### config.mk
export PLATFORM = sky130hd
export DESIGN_NAME = swif_back
export DESIGN_NICKNAME = d
export VERILOG_FILES = /design/src/design/swif_pkg.sv /design/src/design/swif_back.sv
export SDC_FILE = /design/constraint.sdc
export NUM_CORES = 1
export LEC_CHECK = 0
export ABC_AREA = 1
export BUFFER_PORTS_ARGS = -buffer_cell sky130_fd_sc_hd__buf_4
export CAP_MARGIN = 20
export CORE_ASPECT_RATIO = 0.5
export CORE_MARGIN = 2
export CORE_UTILIZATION = 58
export CTS_CLUSTER_DIAMETER = 40
export DETAILED_ROUTE_END_ITERATION = 12
export GPL_ROUTABILITY_DRIVEN = 0
export GPL_TIMING_DRIVEN = 0
export PLACE_DENSITY = 0.87
export RECOVER_POWER = 50
export SLEW_MARGIN = 20
export SYNTH_ARGS = -nofsm -noshare
export SYNTH_HDL_FRONTEND = slang
export SYNTH_SLANG_ARGS = --single-unit
### constraint.sdc
create_clock -name clock -period 19.3 [get_ports clock]
set_input_delay 0.965 -clock clock [delete_from_list [all_inputs] [get_ports clock]]
set_output_delay 0.965 -clock clock [all_outputs]
set_load 0.005 [all_outputs]
### src/design/swif_pkg.sv
// shared types and constants for the seed window interval finder
package swif_pkg;

   localparam int MAX_SEEDS_DEFAULT  = 64;
   localparam int MAX_SEEDS_LIMIT    = 64;
   localparam int JOB_COUNT_W        = $clog2(MAX_SEEDS_LIMIT + 1);
   localparam int REF_W              = 16;
   localparam int POS_W              = 32;
   localparam int IDX_W              = 6;
   localparam logic [POS_W-1:0] MAX_INTERVAL_RESET = 32'd1024;

   typedef struct packed {
      logic [REF_W-1:0] ref_index;
      logic [POS_W-1:0] seed_begin;
      logic [POS_W-1:0] seed_end;
      logic             last_seed;
   } req_payload_type;

   typedef struct packed {
      logic [REF_W-1:0] interval_ref;
      logic [IDX_W-1:0] interval_start;
      logic [IDX_W-1:0] interval_end;
      logic             last_interval;
   } rsp_payload_type;

   typedef struct packed {
      logic [REF_W-1:0]       ref_index;
      logic [JOB_COUNT_W-1:0] seed_count;
      logic                   bank;
   } job_type;

endpackage

### src/design/swif_back.sv
// two pointer window walk over one stored seed set, one pointer step per cycle unless the output stalls
module swif_back #(
   parameter int MAX_SEEDS = swif_pkg::MAX_SEEDS_DEFAULT
) (
   input  logic                            clock,
   input  logic                            reset,
   input  logic [swif_pkg::POS_W-1:0]      max_interval_size,
   input  logic                            job_valid,
   input  swif_pkg::job_type               job,
   output logic                            job_pop,
   output logic [$clog2(MAX_SEEDS):0]      begin_rd_addr,
   output logic [$clog2(MAX_SEEDS):0]      end_rd_addr,
   input  logic [swif_pkg::POS_W-1:0]      begin_rd_data,
   input  logic [swif_pkg::POS_W-1:0]      end_rd_data,
   output logic                            rsp_valid,
   input  logic                            rsp_ready,
   output swif_pkg::rsp_payload_type       rsp_payload
);
   import swif_pkg::*;

   localparam int IW = $clog2(MAX_SEEDS);
   localparam int CW = $clog2(MAX_SEEDS + 1);

   typedef enum logic [2:0] {
      ST_IDLE  = 3'b001,
      ST_WALK  = 3'b010,
      ST_FLUSH = 3'b100
   } state_type;

   state_type       state_ff, state_in;
   logic [CW-1:0]   start_ff, start_in;
   logic [CW-1:0]   cur_ff, cur_in;
   logic [CW-1:0]   prev_ff, prev_in;
   logic            pend_valid_ff, pend_valid_in;
   rsp_payload_type pend_ff, pend_in;
   logic            rsp_valid_ff, rsp_valid_in;
   rsp_payload_type rsp_ff, rsp_in;

   logic [CW-1:0]   n;
   logic [CW-1:0]   cur_plus1;
   logic [CW-1:0]   start_plus1;
   logic [CW-1:0]   cur_in_plus1;
   logic [POS_W:0]  limit;
   logic            can_adv;
   logic            emit_now;
   logic            out_free;
   logic            stall;
   logic            step;
   logic            done;

   assign n           = job.seed_count[CW-1:0];
   assign cur_plus1   = cur_ff + CW'(1);
   assign start_plus1 = start_ff + CW'(1);
   assign limit       = {1'b0, begin_rd_data} + {1'b0, max_interval_size};
   assign can_adv     = (cur_plus1 < n) && (limit > {1'b0, end_rd_data});
   assign emit_now    = (state_ff == ST_WALK) && !can_adv && (cur_ff != prev_ff);
   assign out_free    = !rsp_valid_ff || rsp_ready;
   assign stall       = emit_now && pend_valid_ff && !out_free;
   assign step        = (state_ff == ST_WALK) && !stall;
   assign done        = step && !can_adv &&
                        ((emit_now && (cur_ff == n - CW'(1))) || (start_plus1 == n));

   always_comb begin
      state_in      = state_ff;
      start_in      = start_ff;
      cur_in        = cur_ff;
      prev_in       = prev_ff;
      pend_valid_in = pend_valid_ff;
      pend_in       = pend_ff;
      rsp_valid_in  = rsp_valid_ff && !rsp_ready;
      rsp_in        = rsp_ff;
      job_pop       = 1'b0;
      case (state_ff)
         ST_IDLE: begin
            start_in = '0;
            cur_in   = CW'(1);
            prev_in  = '0;
            if (job_valid) begin
               state_in = ST_WALK;
            end
         end
         ST_WALK: begin
            if (step) begin
               if (can_adv) begin
                  cur_in = cur_plus1;
               end else begin
                  start_in = start_plus1;
                  if (emit_now) begin
                     pend_in.interval_ref   = job.ref_index;
                     pend_in.interval_start = IDX_W'(start_ff);
                     pend_in.interval_end   = IDX_W'(cur_ff);
                     pend_in.last_interval  = 1'b0;
                     pend_valid_in          = 1'b1;
                     prev_in                = cur_ff;
                     if (pend_valid_ff) begin
                        rsp_valid_in = 1'b1;
                        rsp_in       = pend_ff;
                     end
                  end
               end
               if (done) begin
                  state_in = ST_FLUSH;
                  job_pop  = 1'b1;
               end
            end
         end
         ST_FLUSH: begin
            if (out_free) begin
               rsp_valid_in         = 1'b1;
               rsp_in               = pend_ff;
               rsp_in.last_interval = 1'b1;
               pend_valid_in        = 1'b0;
               state_in             = ST_IDLE;
            end
         end
         default: begin
            state_in = ST_IDLE;
         end
      endcase
   end

   assign cur_in_plus1  = cur_in + CW'(1);
   assign begin_rd_addr = {job.bank, start_in[IW-1:0]};
   assign end_rd_addr   = {job.bank, cur_in_plus1[IW-1:0]};

   always_ff @(posedge clock) begin
      if (reset) begin
         state_ff      <= ST_IDLE;
         start_ff      <= '0;
         cur_ff        <= CW'(1);
         prev_ff       <= '0;
         pend_valid_ff <= 1'b0;
         rsp_valid_ff  <= 1'b0;
      end else begin
         state_ff      <= state_in;
         start_ff      <= start_in;
         cur_ff        <= cur_in;
         prev_ff       <= prev_in;
         pend_valid_ff <= pend_valid_in;
         rsp_valid_ff  <= rsp_valid_in;
      end
   end

   always_ff @(posedge clock) begin
      pend_ff <= pend_in;
      rsp_ff  <= rsp_in;
   end

   assign rsp_valid   = rsp_valid_ff;
   assign rsp_payload = rsp_ff;

   a_walk_has_job: assert property (@(posedge clock) disable iff (reset)
      (state_ff == ST_WALK) |-> job_valid)
      else $error("walk running without a queued job");

   a_walk_start_in_set: assert property (@(posedge clock) disable iff (reset)
      (state_ff == ST_WALK) |-> (start_ff < n))
      else $error("start pointer beyond seed set");

   a_flush_has_pending: assert property (@(posedge clock) disable iff (reset)
      (state_ff == ST_FLUSH) |-> pend_valid_ff)
      else $error("set closed without any interval");

   a_pop_ends_walk: assert property (@(posedge clock) disable iff (reset)
      job_pop |=> (state_ff == ST_FLUSH))
      else $error("job released while walk continues");

endmodule

==> After elaboration in Yosys (flattened, before gate mapping) <==
Cells that the tools add are included.
{ "totals": {"ff_bits": 83, "in_bits": 124, "output_inout_bits": 45} }
{ "classes": {"n_addsub": 5, "order_cmp": 2, "n_eq_ne": 13, "muxes": 35, "n_bitwise": 1, "n_reduce_logical": 25} }
{ "op_table": {"columns": ["op", "n"], "rows": [
  ["$mux W29", 5],
  ["$pmux W29 S2", 1],
  ["$mux W7", 7],
  ["$pmux W7 S2", 3],
  ["$add A32 B32 Y33", 1],
  ["$gt A33 B32 Y1", 1],
  ["$add A7 B1 Y7 const B", 2],
  ["$eq A7 B7 Y1", 2],
  ["$ne A2 B2 Y1 const B", 7],
  ["$mux W1", 12],
  ["$mux W3", 4],
  ["$reduce_and A4 Y1", 3],
  ["$logic_and A1 B1 Y1", 10],
  ["$pmux W3 S3", 1],
  ["$lt A7 B7 Y1", 1],
  ["$ne A7 B7 Y1", 1],
  ["$sub A7 B1 Y7 const B", 1],
  ["$add A6 B1 Y6 const B", 1],
  ["$reduce_and A6 Y1", 1],
  ["$logic_not A1 Y1", 5],
  ["$reduce_and A5 Y1", 1],
  ["$pmux W1 S2", 2],
  ["$reduce_bool A2 Y1", 2],
  ["$eq A3 B1 Y1 const B", 1],
  ["5 further kinds", 6]
]} }

==> Longest topological paths before layout <==
Gate-level depths: netlist (run 1).
{ "depth": {"depth_word": 15, "ltp_mapped": 34} }

==> Worst setup path before layout (run 1) <==
No wires, ideal clock.
{ "synth_path": {"path_kind": "in2reg", "start": "in max_interval_size[0] (netlist name)", "end": "reg rsp_ff (netlist bit rsp_payload[0]) (enable)", "arrival_time_ps": 6417, "required_ps": 18842, "setup_slack_ps": 12425, "stages": 27, "n_path_buf": 0, "cell_sequence": "ha_1 > inv_1 > fa_1 > inv_1 > nand2_1 > nand2_1 > nand3_1 > nand2_2 > nand2_2 > nand2_2 > a21oi_1 > o21ai_0 > a21oi_1 > o31ai_1 > a21oi_1 > xor2_1 > inv_1 > ha_1 > nand2_1 > inv_1 > o21ai_0 > nand3b_1 > nor2_1 > nand2_4 > nand3_2 > o21ai_0 > nor3b_1"} }
{ "synth_between": {"elab_chain_cells": 12} }
{ "synth_lines": {"columns": ["element", "line_no", "rtl"], "rows": [
  ["from (decl)", "swif_back.sv:7", "input logic [swif_pkg::POS_W-1:0] max_interval_size,"],
  ["$add A32 B32 Y33 (*)", "swif_back.sv:54", "assign limit = {1'b0, begin_rd_data} + {1'b0, max_interval_size};"],
  ["$gt A33 B32 Y1 (*)", "swif_back.sv:55", "assign can_adv = (cur_plus1 < n) && (limit > {1'b0, end_rd_data});"],
  ["$logic_and A1 B1 Y1 (*)", "swif_back.sv:55", null],
  ["$logic_not A1 Y1", "swif_back.sv:56", "assign emit_now = (state_ff == ST_WALK) && !can_adv && (cur_ff != prev_ff);"],
  ["$logic_and A1 B1 Y1 (2 in series)", "swif_back.sv:56", null],
  ["$logic_and A1 B1 Y1 (2 in series)", "swif_back.sv:58", "assign stall = emit_now && pend_valid_ff && !out_free;"],
  ["$logic_not A1 Y1", "swif_back.sv:59", "assign step = (state_ff == ST_WALK) && !stall;"],
  ["$logic_and A1 B1 Y1", "swif_back.sv:59", null],
  ["$ne A2 B2 Y1 (no line)", null, null],
  ["$reduce_and A6 Y1 (no line) (*)", null, null],
  ["to (signal assigned)", "swif_back.sv:146", "rsp_ff <= rsp_in;"],
  ["to (decl)", "swif_back.sv:37", "rsp_payload_type rsp_ff, rsp_in;"]
]} }
Every way passes the cells marked *; elsewhere a longest branch is shown, timed or not.
A chain may end at the register's enable or synchronous reset.

==> Final worst setup path (run 1) <==
{ "layout_path": {"start": "in max_interval_size[0] (netlist name)", "end": "out begin_rd_addr[2]"} }
{ "layout_between": {"elab_chain_cells": 12} }
{ "layout_lines": {"columns": ["element", "line_no", "rtl"], "rows": [
  ["$add A32 B32 Y33 (*)", "swif_back.sv:54", null],
  ["$gt A33 B32 Y1 (*)", "swif_back.sv:55", null],
  ["$logic_and A1 B1 Y1 (*)", "swif_back.sv:55", null],
  ["$logic_not A1 Y1", "swif_back.sv:56", null],
  ["$logic_and A1 B1 Y1 (2 in series)", "swif_back.sv:56", null],
  ["$logic_and A1 B1 Y1 (2 in series)", "swif_back.sv:58", null],
  ["$logic_not A1 Y1", "swif_back.sv:59", null],
  ["$logic_and A1 B1 Y1", "swif_back.sv:59", null],
  ["$mux W7 (*)", "swif_back.sv:83", "if (step) begin"],
  ["$pmux W7 S2 (*)", "swif_back.sv:73", "case (state_ff)"],
  ["to (decl)", "swif_back.sv:11", "output logic [$clog2(MAX_SEEDS):0] begin_rd_addr,"]
]} }
Every way passes the cells marked *; elsewhere a longest branch is shown, timed or not. The select of a mux whose other input is x is not followed.

==> results of run 1 <==
[worst reg2reg max path, cell delays in order (launching register included)]
cell and delay [ns]:
dfxtp_1 0.37, clkbuf_1 0.36, nand3_1 0.21, nand3b_1 0.21, xor2_1 0.18, inv_1 0.11
ha_1 0.30, nand4_1 0.10, o221ai_1 0.36, a21oi_4 0.13, nand3_1 0.22, o21ai_0 0.17
nor3b_2 0.71, buf_4 0.34, buf_4 0.24
[where the power goes]
group	internal, mW	switching [mW]	leakage (nW)
logic	0.0683	0.0902	3.17
clock network	0.102	0.0726	0.141
registers	0.190	0.00135	0.723
[layer usage]
| metal | share of wire (%) | vias up | track usage (%) |
|---|---|---|---|
| met2 | 48 | 354 | 51.1 |
| met3 | 10 | 58 | 5.71 |
| met5 | 0 | - | 0 |
| met1 | 39 | 2753 | 36.0 |
| li1 | - | 2931 | - |
| met4 | 2.8 | 0 | 10.7 |
[sequential cells by signal (all words and copies together), names as in the netlist]
signal	flops
cur_ff	7
pend_valid_ff	1
state_ff	3
start_ff	7
pend_ff	28
rsp_payload	29
prev_ff	7
rsp_valid	1
[cells by family (layout without fill, tap and decap cells)]
logic type | after synthesis | in the layout | share of synthesized area, %
buffers and inverters | 140 | 325 | 9.02
XOR/XNOR | 54 | 54 | 7.51
flip-flops | 83 | 83 | 35.4
adder cells (fa/ha/maj) | 76 | 76 | 15.2
AO/OA/AOI/OAI | 110 | 110 | 9.95
AND/OR/NAND/NOR | 313 | 313 | 22.9
[worst paths after layout]
check                                      startpoint                        end  depth (start not counted)
worst max register to register   cur_ff[1]$_SDFF_PP0_  rsp_payload[23]$_DFFE_PP_                         14
worst min-delay path            pend_ff[28]$_DFFE_PP_  rsp_payload[28]$_DFFE_PP_                          0
worst max-delay path             max_interval_size[0]           begin_rd_addr[2]                         35
worst min register to register  pend_ff[28]$_DFFE_PP_  rsp_payload[28]$_DFFE_PP_                          0
[layout make-up]
cell class	count	area [µm²]	area share [%]
inverters	120	450	5.60
flip-flops and latches	83	2230	27.8
repair buffers	169	1250	15.6
plain buffers	20	118	1.46
well taps	140	175	2.18
clock inverters	6	73.8	0.919
multi-input cells	553	3500	43.6
clock buffers	10	229	2.85
[cell usage after synthesis, types with 2 or more instances]
library cell	number
a31oi_1	4
nand2_2	6
o221ai_1	2
clkbuf_1	6
a21oi_1	65
o21ai_0	19
o31ai_1	3
o21bai_1	3
xnor2_1	22
nor2_1	47
a211oi_1	2
or2_1	2
xor2_1	32
nand2_1	172
nand3_2	4
nand3_1	40
inv_1	110
nor2_2	2
nand4_1	12
nand3b_1	10
nor3_1	6
edfxtp_1	57
buf_4	8
ha_1	75
inv_2	9
a21o_1	2
o211ai_1	2
nand2_4	3
buf_2	4
dfxtp_1	26
==> metrics.cfg, run 1 <==
[clock_tree]
cts_resized = 0
insertion_delay_ns = 0.34
cts_tree = built
clk_pin_slew_ns = 0.07
cts_root_buf = clkbuf_16
clock_sinks = 83
cts_buffers = 9
cts_buffer_depth = 2
post_cts_buffers = 0
cts_hold_buf = 0
h-tree-depth = 3

[placed_design]
io_buffers = 166
placed_cell_area_mm2 = 0.00777
place_hpwl_um = 12700
placed_cells = 1085
place_ws_ns = 12.58

[worst_setup_path]
critPathSlowestCell = fa_1
cp_top_family = simple AND/OR/NAND/NOR gates
worstSetupStartpointType = input port
required_ns = 18.33
cp_common_cell = nand2_1
r2r_setup_slack_ns = 14.97
crit_fanout = 10
cp.arrival_ns = 5.91
path_class = input port to output port
slowest_delay_ns = 0.39
crit_path_end_kind = output port
path_buf_inv = 9

[global_routing]
grt_antenna_before_repair = 0
grt_pass1_vias = 5860
grt_max_degree = 27
grt_usage_pct = 29.3
grt-ovfl-total = 0
grt_pass1_wl_um = 27500

[routing]
post_drt_wl_per_cell_um = 15.6
wl_um = 17200
via_per_inst = 5.54
vias = 6096
drc_errors = 0
drt_iter0_drc = 429
drtAntennaViolNets = 0
drt_pre_antenna_iters = 7

[synth]
syn-instance-count = 776
syn_area_mm2 = 0.00630
ys_top_cells_by_area = edfxtp_1 (27%), ha_1 (15%), nand2_1 (10%)
syn_area_per_cell_um2 = 8.12
yosys_most_used_dff = edfxtp_1
synth_top_area_share_pct = 27.2
synth_warnings = 0
ys_seq_elements = 83
yosysSeqAreaShare_pct = 35.4
synth_cell_type_count = 51
async_flop_share_pct = 0
synth_edf_count = 57
synth_top_area_cell = edfxtp_1
synth_nets = 976

[timing]
setup_ws_ns = 12.42
hold_viol_final = 0
fin_crit_sh_pct = 35.6
fin_skew_ns = 0.00697
finalSetupTns_ns = 0
grt_setup_unrepaired = no
min_period_ns = 6.88
fmax_ghz = 0.145
worstMarginPinSlew_ns = 0.808
slew_viol_final = 0
hold_ws_ns = 0.411
max_slew_margin_pct = 45.9
finalSetupViolCount = 0

[flow_run]
max-cap-violations = 0

[power_and_ir_drop]
max-vdd-ir-drop_uv = 46.7
leakage_nw = 4.04
total_power_mw = 0.525
pwr_density_cell_mw_per_mm2 = 65.3

[finish]
diodes = 0
finalNetCount = 1156
utilization_pct = 77.4
instances_no_fill = 1101
final_cell_mix = nand2_1 (173), buf_4 (128), inv_1 (110), ha_1 (75), a21oi_1 (65)
area.growth.synth_to_final_pct = 27.6
finish.instance_area_mm2 = 0.00804
final_common_cell = nand2_1
drive_gt1_share_pct = 22.9
nFillCells = 701

[floorplan]
rows = 26
core_mm2 = 0.0104
top_level_ports = 169
dieArea_mm2 = 0.0118
die_y_um = 77.7
die_x_um = 151
start_util_pct = 60.7

[status]
status = finished, final reports clean

[hold_path]
holdCritPathClass = flop to flop

Note: power is estimated with default switching activity, not from simulation.
==> run 2, diff against run 1 <==
- CORE_UTILIZATION: 58 -> 49
- PLACE_DENSITY: 0.87 -> 0.78
- clock period: 19.3 -> 5.75 ns (I/O delays scaled with it)
==> metrics.cfg, run 2 (synthesis gave the netlist of run 1 again) <==
[status]
status = finished, final reports clean

[power_and_ir_drop]
pwr_density_cell_mw_per_mm2 = 222  ; +240%
switching_power_mw = 0.545  ; +230%
seq_power_share_pct = 35.7  ; -0.8 points
p_sw_share_pct = 30.2  ; -1.0 points
p_comb_share_pct = 29.3  ; -0.9 points
leakage_nw = 4.06  ; +0.62%
clkPwrFrac_pct = 35.0  ; +1.8 points
intPower_mw = 1.26  ; +250%
max-vdd-ir-drop_uv = 149  ; +220%

[clock_tree]
insertion_delay_ns = 0.34  ; about the same
cts_buffers = 9  ; unchanged
cts_root_buf = clkbuf_16
clk_pin_slew_ns = 0.06  ; about the same
h-tree-depth = 3  ; unchanged
cts_tree = built
cts_buffer_depth = 2  ; unchanged
clock_sinks = 83  ; unchanged
post_cts_buffers = 0  ; unchanged

[placed_design]
placed_cell_area_mm2 = 0.00781  ; +0.42%
place_hpwl_um = 12200  ; -3.7%
io_buffers = 166  ; unchanged
place_ws_ns = 0.354  ; -12.22 ns

[finish]
largest_register_ffs = 29  ; unchanged
nFillCells = 1050  ; +50%
diodes = 0  ; unchanged
drive_gt1_share_pct = 23.6  ; +0.75 points
final_cell_mix = nand2_1 (172), buf_4 (126), inv_1 (110), ha_1 (75), a21oi_1 (65)
utilization_pct = 64.5  ; -13 points
final_common_cell = nand2_1
finish.instance_area_mm2 = 0.00812  ; +1.1%
finalNetCount = 1155  ; -0.087%
area.growth.synth_to_final_pct = 29.0

[timing]
grt_setup_unrepaired = no
hold_viol_final = 0  ; unchanged
finalSetupViolCount = 0  ; unchanged
fin_skew_ns = 0.00967  ; +0.00270 ns
slew_viol_final = 0  ; unchanged
worstMarginPinSlew_ns = 0.684  ; -0.124 ns
max_slew_margin_pct = 54.3  ; +8.4 points
setup_ws_ns = 0.540  ; -11.88 ns
fin_crit_sh_pct = 90.6
min_period_ns = 5.21
fmax_ghz = 0.192

[hold_path]
min_path_cells = 1  ; +1
holdPathEnd = pend_ff[26]$_DFFE_PP_
holdCritPathClass = input port to flop
hp-start = job[21]

[floorplan]
die_x_um = 164  ; +8.6%
die_y_um = 84.2  ; +8.3%
top_level_ports = 169  ; unchanged
dieArea_mm2 = 0.0138  ; +18%
start_util_pct = 50.0  ; -11 points
rows = 29  ; +12%
core_mm2 = 0.0126  ; +21%

[routing]
post_drt_wl_per_cell_um = 13.6  ; -13%
drt_pre_antenna_iters = 7  ; unchanged
wl_um = 15400  ; -11%
drtAntennaViolNets = 0  ; unchanged
vias = 5818  ; -4.6%
drc_errors = 0  ; unchanged
via_per_inst = 5.15  ; -7.0%
drt_iter0_drc = 362  ; -16%

[worst_setup_path]
cp_top_family = simple AND/OR/NAND/NOR gates
path_class = input port to output port
worstSetupStartpointType = input port
r2r-start = cur_ff[0]$_SDFF_PP1_
crit_fanout = 10  ; unchanged
cp.arrival_ns = 4.92  ; -0.99 ns
rr_worst_depth = 12  ; -2
critPathSlowestCell = fa_1
path_buf_inv = 9  ; unchanged
crit_path_end_kind = output port
r2r_end = rsp_payload[1]$_DFFE_PP_
required_ns = 5.46  ; -12.87 ns
slowest_delay_ns = 0.40  ; about the same
r2r_setup_slack_ns = 1.79  ; -13.18 ns

[global_routing]
grt_pass1_wl_um = 25900  ; -5.7%
grt_max_degree = 29  ; +7.4%
grt_usage_pct = 22.9  ; -6.4 points
grt_antenna_before_repair = 0  ; unchanged
grt_pass1_vias = 5862  ; +0.034%
grt-ovfl-total = 0  ; unchanged

[flow_run]
max-cap-violations = 0  ; unchanged

## run 2: cell types whose count changed in the layout (fill, tap and decap cells not counted), sizes merged
| cell | delta |
|---|---|
| clkinv | -1 |
| bufinv | +1 |
| inv | +2 |
| clkinvlp | -1 |
| clkbuf | -2 |
## run 2: routing by layer
| layer | global-route usage [%] | up-vias | part of all wire, % |
|---|---|---|---|
| li1 | - | 2932 | - |
| met1 | 29.1 | 2618 | 44 |
| met2 | 40.9 | 233 | 48 |
| met3 | 2.92 | 35 | 6.2 |
| met4 | 6.86 | 0 | 2.1 |
| met5 | 0 | - | 0 |
## run 2: stage by stage
step | TNS [ns] | power (mW) | std cells | hold slack [ns]
detailed placement | 0 | 1.18 | 1114 | 0.405
finish | 0 | 1.80 | 1130 | 0.147
floorplan | 0 | 1.01 | 776 | 0.386
CTS | 0 | 1.81 | 1130 | 0.118
global route | 0 | 1.90 | 1130 | 0.134
global placement | -23.13 | 1.16 | 1112 | 0.401
## run 2: worst max path at each step
stage / to / slack, ns / from / cells after the start
finish: begin_rd_addr[0] / 0.54 / max_interval_size[0] / 34
global route: end_rd_addr[4] / 0.11 / max_interval_size[0] / 33
CTS: begin_rd_addr[0] / 0.39 / max_interval_size[0] / 36
detailed placement: rsp_payload[2]$_DFFE_PP_ / 0.35 / max_interval_size[0] / 29
global placement: pend_ff[27]$_DFFE_PP_ / -0.45 / max_interval_size[0] / 27
floorplan: rsp_payload[0]$_DFFE_PP_ / 0.56 / max_interval_size[0] / 27
## run 2: power by group through the flow
stage | registers, mW | logic [mW] | clock network (mW)
6_report | 0.643 | 0.527 | 0.631
3_5_place_dp | 0.656 | 0.521 | 0
2_1_floorplan | 0.655 | 0.358 | 0
3_3_place_gp | 0.655 | 0.500 | 0
4_1_cts | 0.643 | 0.527 | 0.636
5_1_grt | 0.643 | 0.599 | 0.661
## run 2: cell type report
cell class                 instances  area [µm²]  share of cell area (%)
multi-input combinational        553        3520                    43.4
clock buffer                       9         225                    2.77
buffer                            20         118                    1.45
inverter                         120         450                    5.54
clock inverter                     7         105                    1.29
tap                              170         213                    2.62
sequential                        83        2230                    27.5
timing repair buffer             168        1260                    15.5
## run 2: repair_timing
action	4_1_cts	5_1_grt
hold buffers	0	0
resized for setup	0	2
setup endpoints to repair	0	3
==> run 3, diff against run 2 <==
- CORE_UTILIZATION: 49 -> 30
- PLACE_DENSITY: 0.78 -> not set
==> metrics.cfg, run 3 (synthesis gave the netlist of run 1 again) <==
[status]
status = finished, final reports clean

[routing]
drt_pre_antenna_iters = 5  ; -2
drtAntennaViolNets = 0  ; unchanged
drc_errors = 0  ; unchanged
via_per_inst = 4.52  ; -12%
post_drt_wl_per_cell_um = 12.8  ; -5.9%
drt_iter0_drc = 183  ; -49%
wl_um = 15800  ; +2.8%
vias = 5576  ; -4.2%

[floorplan]
start_util_pct = 30.6  ; -19 points
die_x_um = 209  ; +27%
dieArea_mm2 = 0.0222  ; +61%
top_level_ports = 169  ; unchanged
rows = 37  ; +28%
core_mm2 = 0.0206  ; +63%
die_y_um = 106  ; +26%

[power_and_ir_drop]
intPower_mw = 1.20  ; -4.2%
seq_power_share_pct = 37.3  ; +1.6 points
p_sw_share_pct = 30.2  ; -0.043 points
switching_power_mw = 0.521  ; -4.4%
pwr_density_cell_mw_per_mm2 = 209  ; -5.6%
leakage_nw = 4.05  ; -0.20%
p_comb_share_pct = 30.5  ; +1.2 points
max-vdd-ir-drop_uv = 121  ; -19%
clkPwrFrac_pct = 32.2  ; -2.8 points

[finish]
final_cell_mix = nand2_1 (172), buf_4 (126), inv_1 (110), ha_1 (75), a21oi_1 (65)
diodes = 0  ; unchanged
instances_no_fill = 1234  ; +9.2%
finalNetCount = 1156  ; +0.087%
utilization_pct = 40.1  ; -24 points
multi_input_area_mm2 = 0.00353  ; +0.25%
drive_gt1_share_pct = 23.8  ; +0.18 points
finish.instance_area_mm2 = 0.00825  ; +1.5%
ff_latch_area_mm2 = 0.00223  ; unchanged
final_common_cell = nand2_1
largest_register_ffs = 29  ; unchanged
area.growth.synth_to_final_pct = 30.9
nFillCells = 2119  ; +100%

[clock_tree]
cts_buffers = 9  ; unchanged
cts_tree = built
cts_buffer_depth = 2  ; unchanged
h-tree-depth = 3  ; unchanged
insertion_delay_ns = 0.33  ; about the same
clk_pin_slew_ns = 0.06  ; about the same
clock_sinks = 83  ; unchanged
cts_hold_buf = 0  ; unchanged
cts_root_buf = clkbuf_16

[timing]
finalSetupTns_ns = 0  ; unchanged
grt_setup_unrepaired = no
fmax_ghz = 0.195  ; +1.6%
worstMarginPinSlew_ns = 0.561  ; -0.123 ns
max_slew_margin_pct = 62.6  ; +8.2 points
fin_skew_ns = 0.00960  ; -0.0000700 ns
fin_crit_sh_pct = 89.1  ; -1.5 points
hold_viol_final = 0  ; unchanged
min_period_ns = 5.13  ; -0.0845 ns
slew_viol_final = 0  ; unchanged
finalSetupViolCount = 0  ; unchanged

[worst_setup_path]
required_ns = 5.46  ; about the same
cp.arrival_ns = 4.84  ; -0.08 ns
path_class = input port to output port
rr_worst_depth = 13  ; +1
critPathSlowestCell = fa_1
crit_fanout = 10  ; unchanged
crit_path_end_kind = output port
slowest_delay_ns = 0.40  ; about the same
r2r-start = cur_ff[3]$_SDFF_PP0_
cp_common_cell = nand2_1
r2r_end = rsp_payload[26]$_DFFE_PP_
worstSetupStartpointType = input port
r2r_setup_slack_ns = 1.92  ; +0.13 ns

[global_routing]
grt-ovfl-total = 0  ; unchanged
grt_usage_pct = 14.5  ; -8.4 points
grt_pass1_wl_um = 26400  ; +1.9%
grt_antenna_before_repair = 0  ; unchanged
grt_pass1_vias = 5516  ; -5.9%
grt_max_degree = 18  ; -38%

[hold_path]
hp-start = job[12]
holdPathEnd = pend_ff[17]$_DFFE_PP_
holdCritPathClass = input port to flop
min_path_cells = 1  ; unchanged

[placed_design]
placed_cell_area_mm2 = 0.00796  ; +1.9%
io_buffers = 166  ; unchanged
place_hpwl_um = 13300  ; +9.0%
placed_cells = 1218  ; +9.3%

[flow_run]
max-cap-violations = 0  ; unchanged

-- run 3: layer usage --
| metal | wire length (µm) | global-route usage [%] | vias to the layer above |
|---|---|---|---|
| li1 | - | - | 2932 |
| met1 | 7510 | 18.7 | 2533 |
| met2 | 7620 | 25.8 | 95 |
| met3 | 514 | 1.51 | 16 |
| met4 | 162 | 3.98 | 0 |
| met5 | 0 | 0 | - |
-- run 3: repair_timing --
action                                  4_1_cts  5_1_grt
gates resized for setup                       0        4
setup buffers                                 0        0
endpoints found under the setup margin        0       24
-- run 3: how the worst max path moves through the flow --
stage,slack (ns),endpoint,depth (start not counted),startpoint
floorplan,0.56,rsp_payload[0]$_DFFE_PP_,27,max_interval_size[0]
global route,0.02,end_rd_addr[4],35,max_interval_size[0]
finish,0.62,end_rd_addr[4],35,max_interval_size[0]
CTS,0.21,end_rd_addr[4],35,max_interval_size[0]
global placement,-0.86,pend_ff[22]$_DFFE_PP_,26,max_interval_size[0]
detailed placement,0.12,rsp_payload[17]$_DFFE_PP_,30,max_interval_size[0]
-- run 3: layout make-up --
| type | count | share of cell area, % |
|---|---|---|
| flip-flops and latches | 83 | 27.1 |
| plain buffers | 20 | 1.43 |
| inverters | 120 | 5.46 |
| clock inverters | 5 | 0.668 |
| clock buffers | 11 | 2.82 |
| multi-input cells | 553 | 42.8 |
| well taps | 273 | 4.14 |
| repair buffers | 169 | 15.6 |
-- run 3: worst max-delay path, delay by kind of cell --
| kind | cells | cell delay, ns |
|---|---|---|
| buffers and inverters | 6 | 0.42 |
| AND/OR/NAND/NOR | 18 | 1.89 |
| adder cells (fa/ha/maj) | 4 | 1.07 |
| AO/OA/AOI/OAI | 6 | 1.03 |
| XOR/XNOR | 1 | 0.14 |
-- run 3: power groups by stage --
stage / registers [mW] / clock network [mW] / logic, mW
floorplan: 0.655 / 0 / 0.358
global placement: 0.656 / 0 / 0.512
detailed placement: 0.656 / 0 / 0.525
CTS: 0.643 / 0.570 / 0.529
global route: 0.644 / 0.592 / 0.606
finish: 0.643 / 0.556 / 0.526
-- run 3: through the flow --
step	power (mW)	worst slack, ns	hold slack [ns]
after floorplan	1.01	0.558	0.386
after global placement	1.17	-0.859	0.401
after detailed placement	1.18	0.123	0.405
after CTS	1.74	0.205	0.120
after global routing	1.84	0.0249	0.135
final	1.72	0.625	0.151
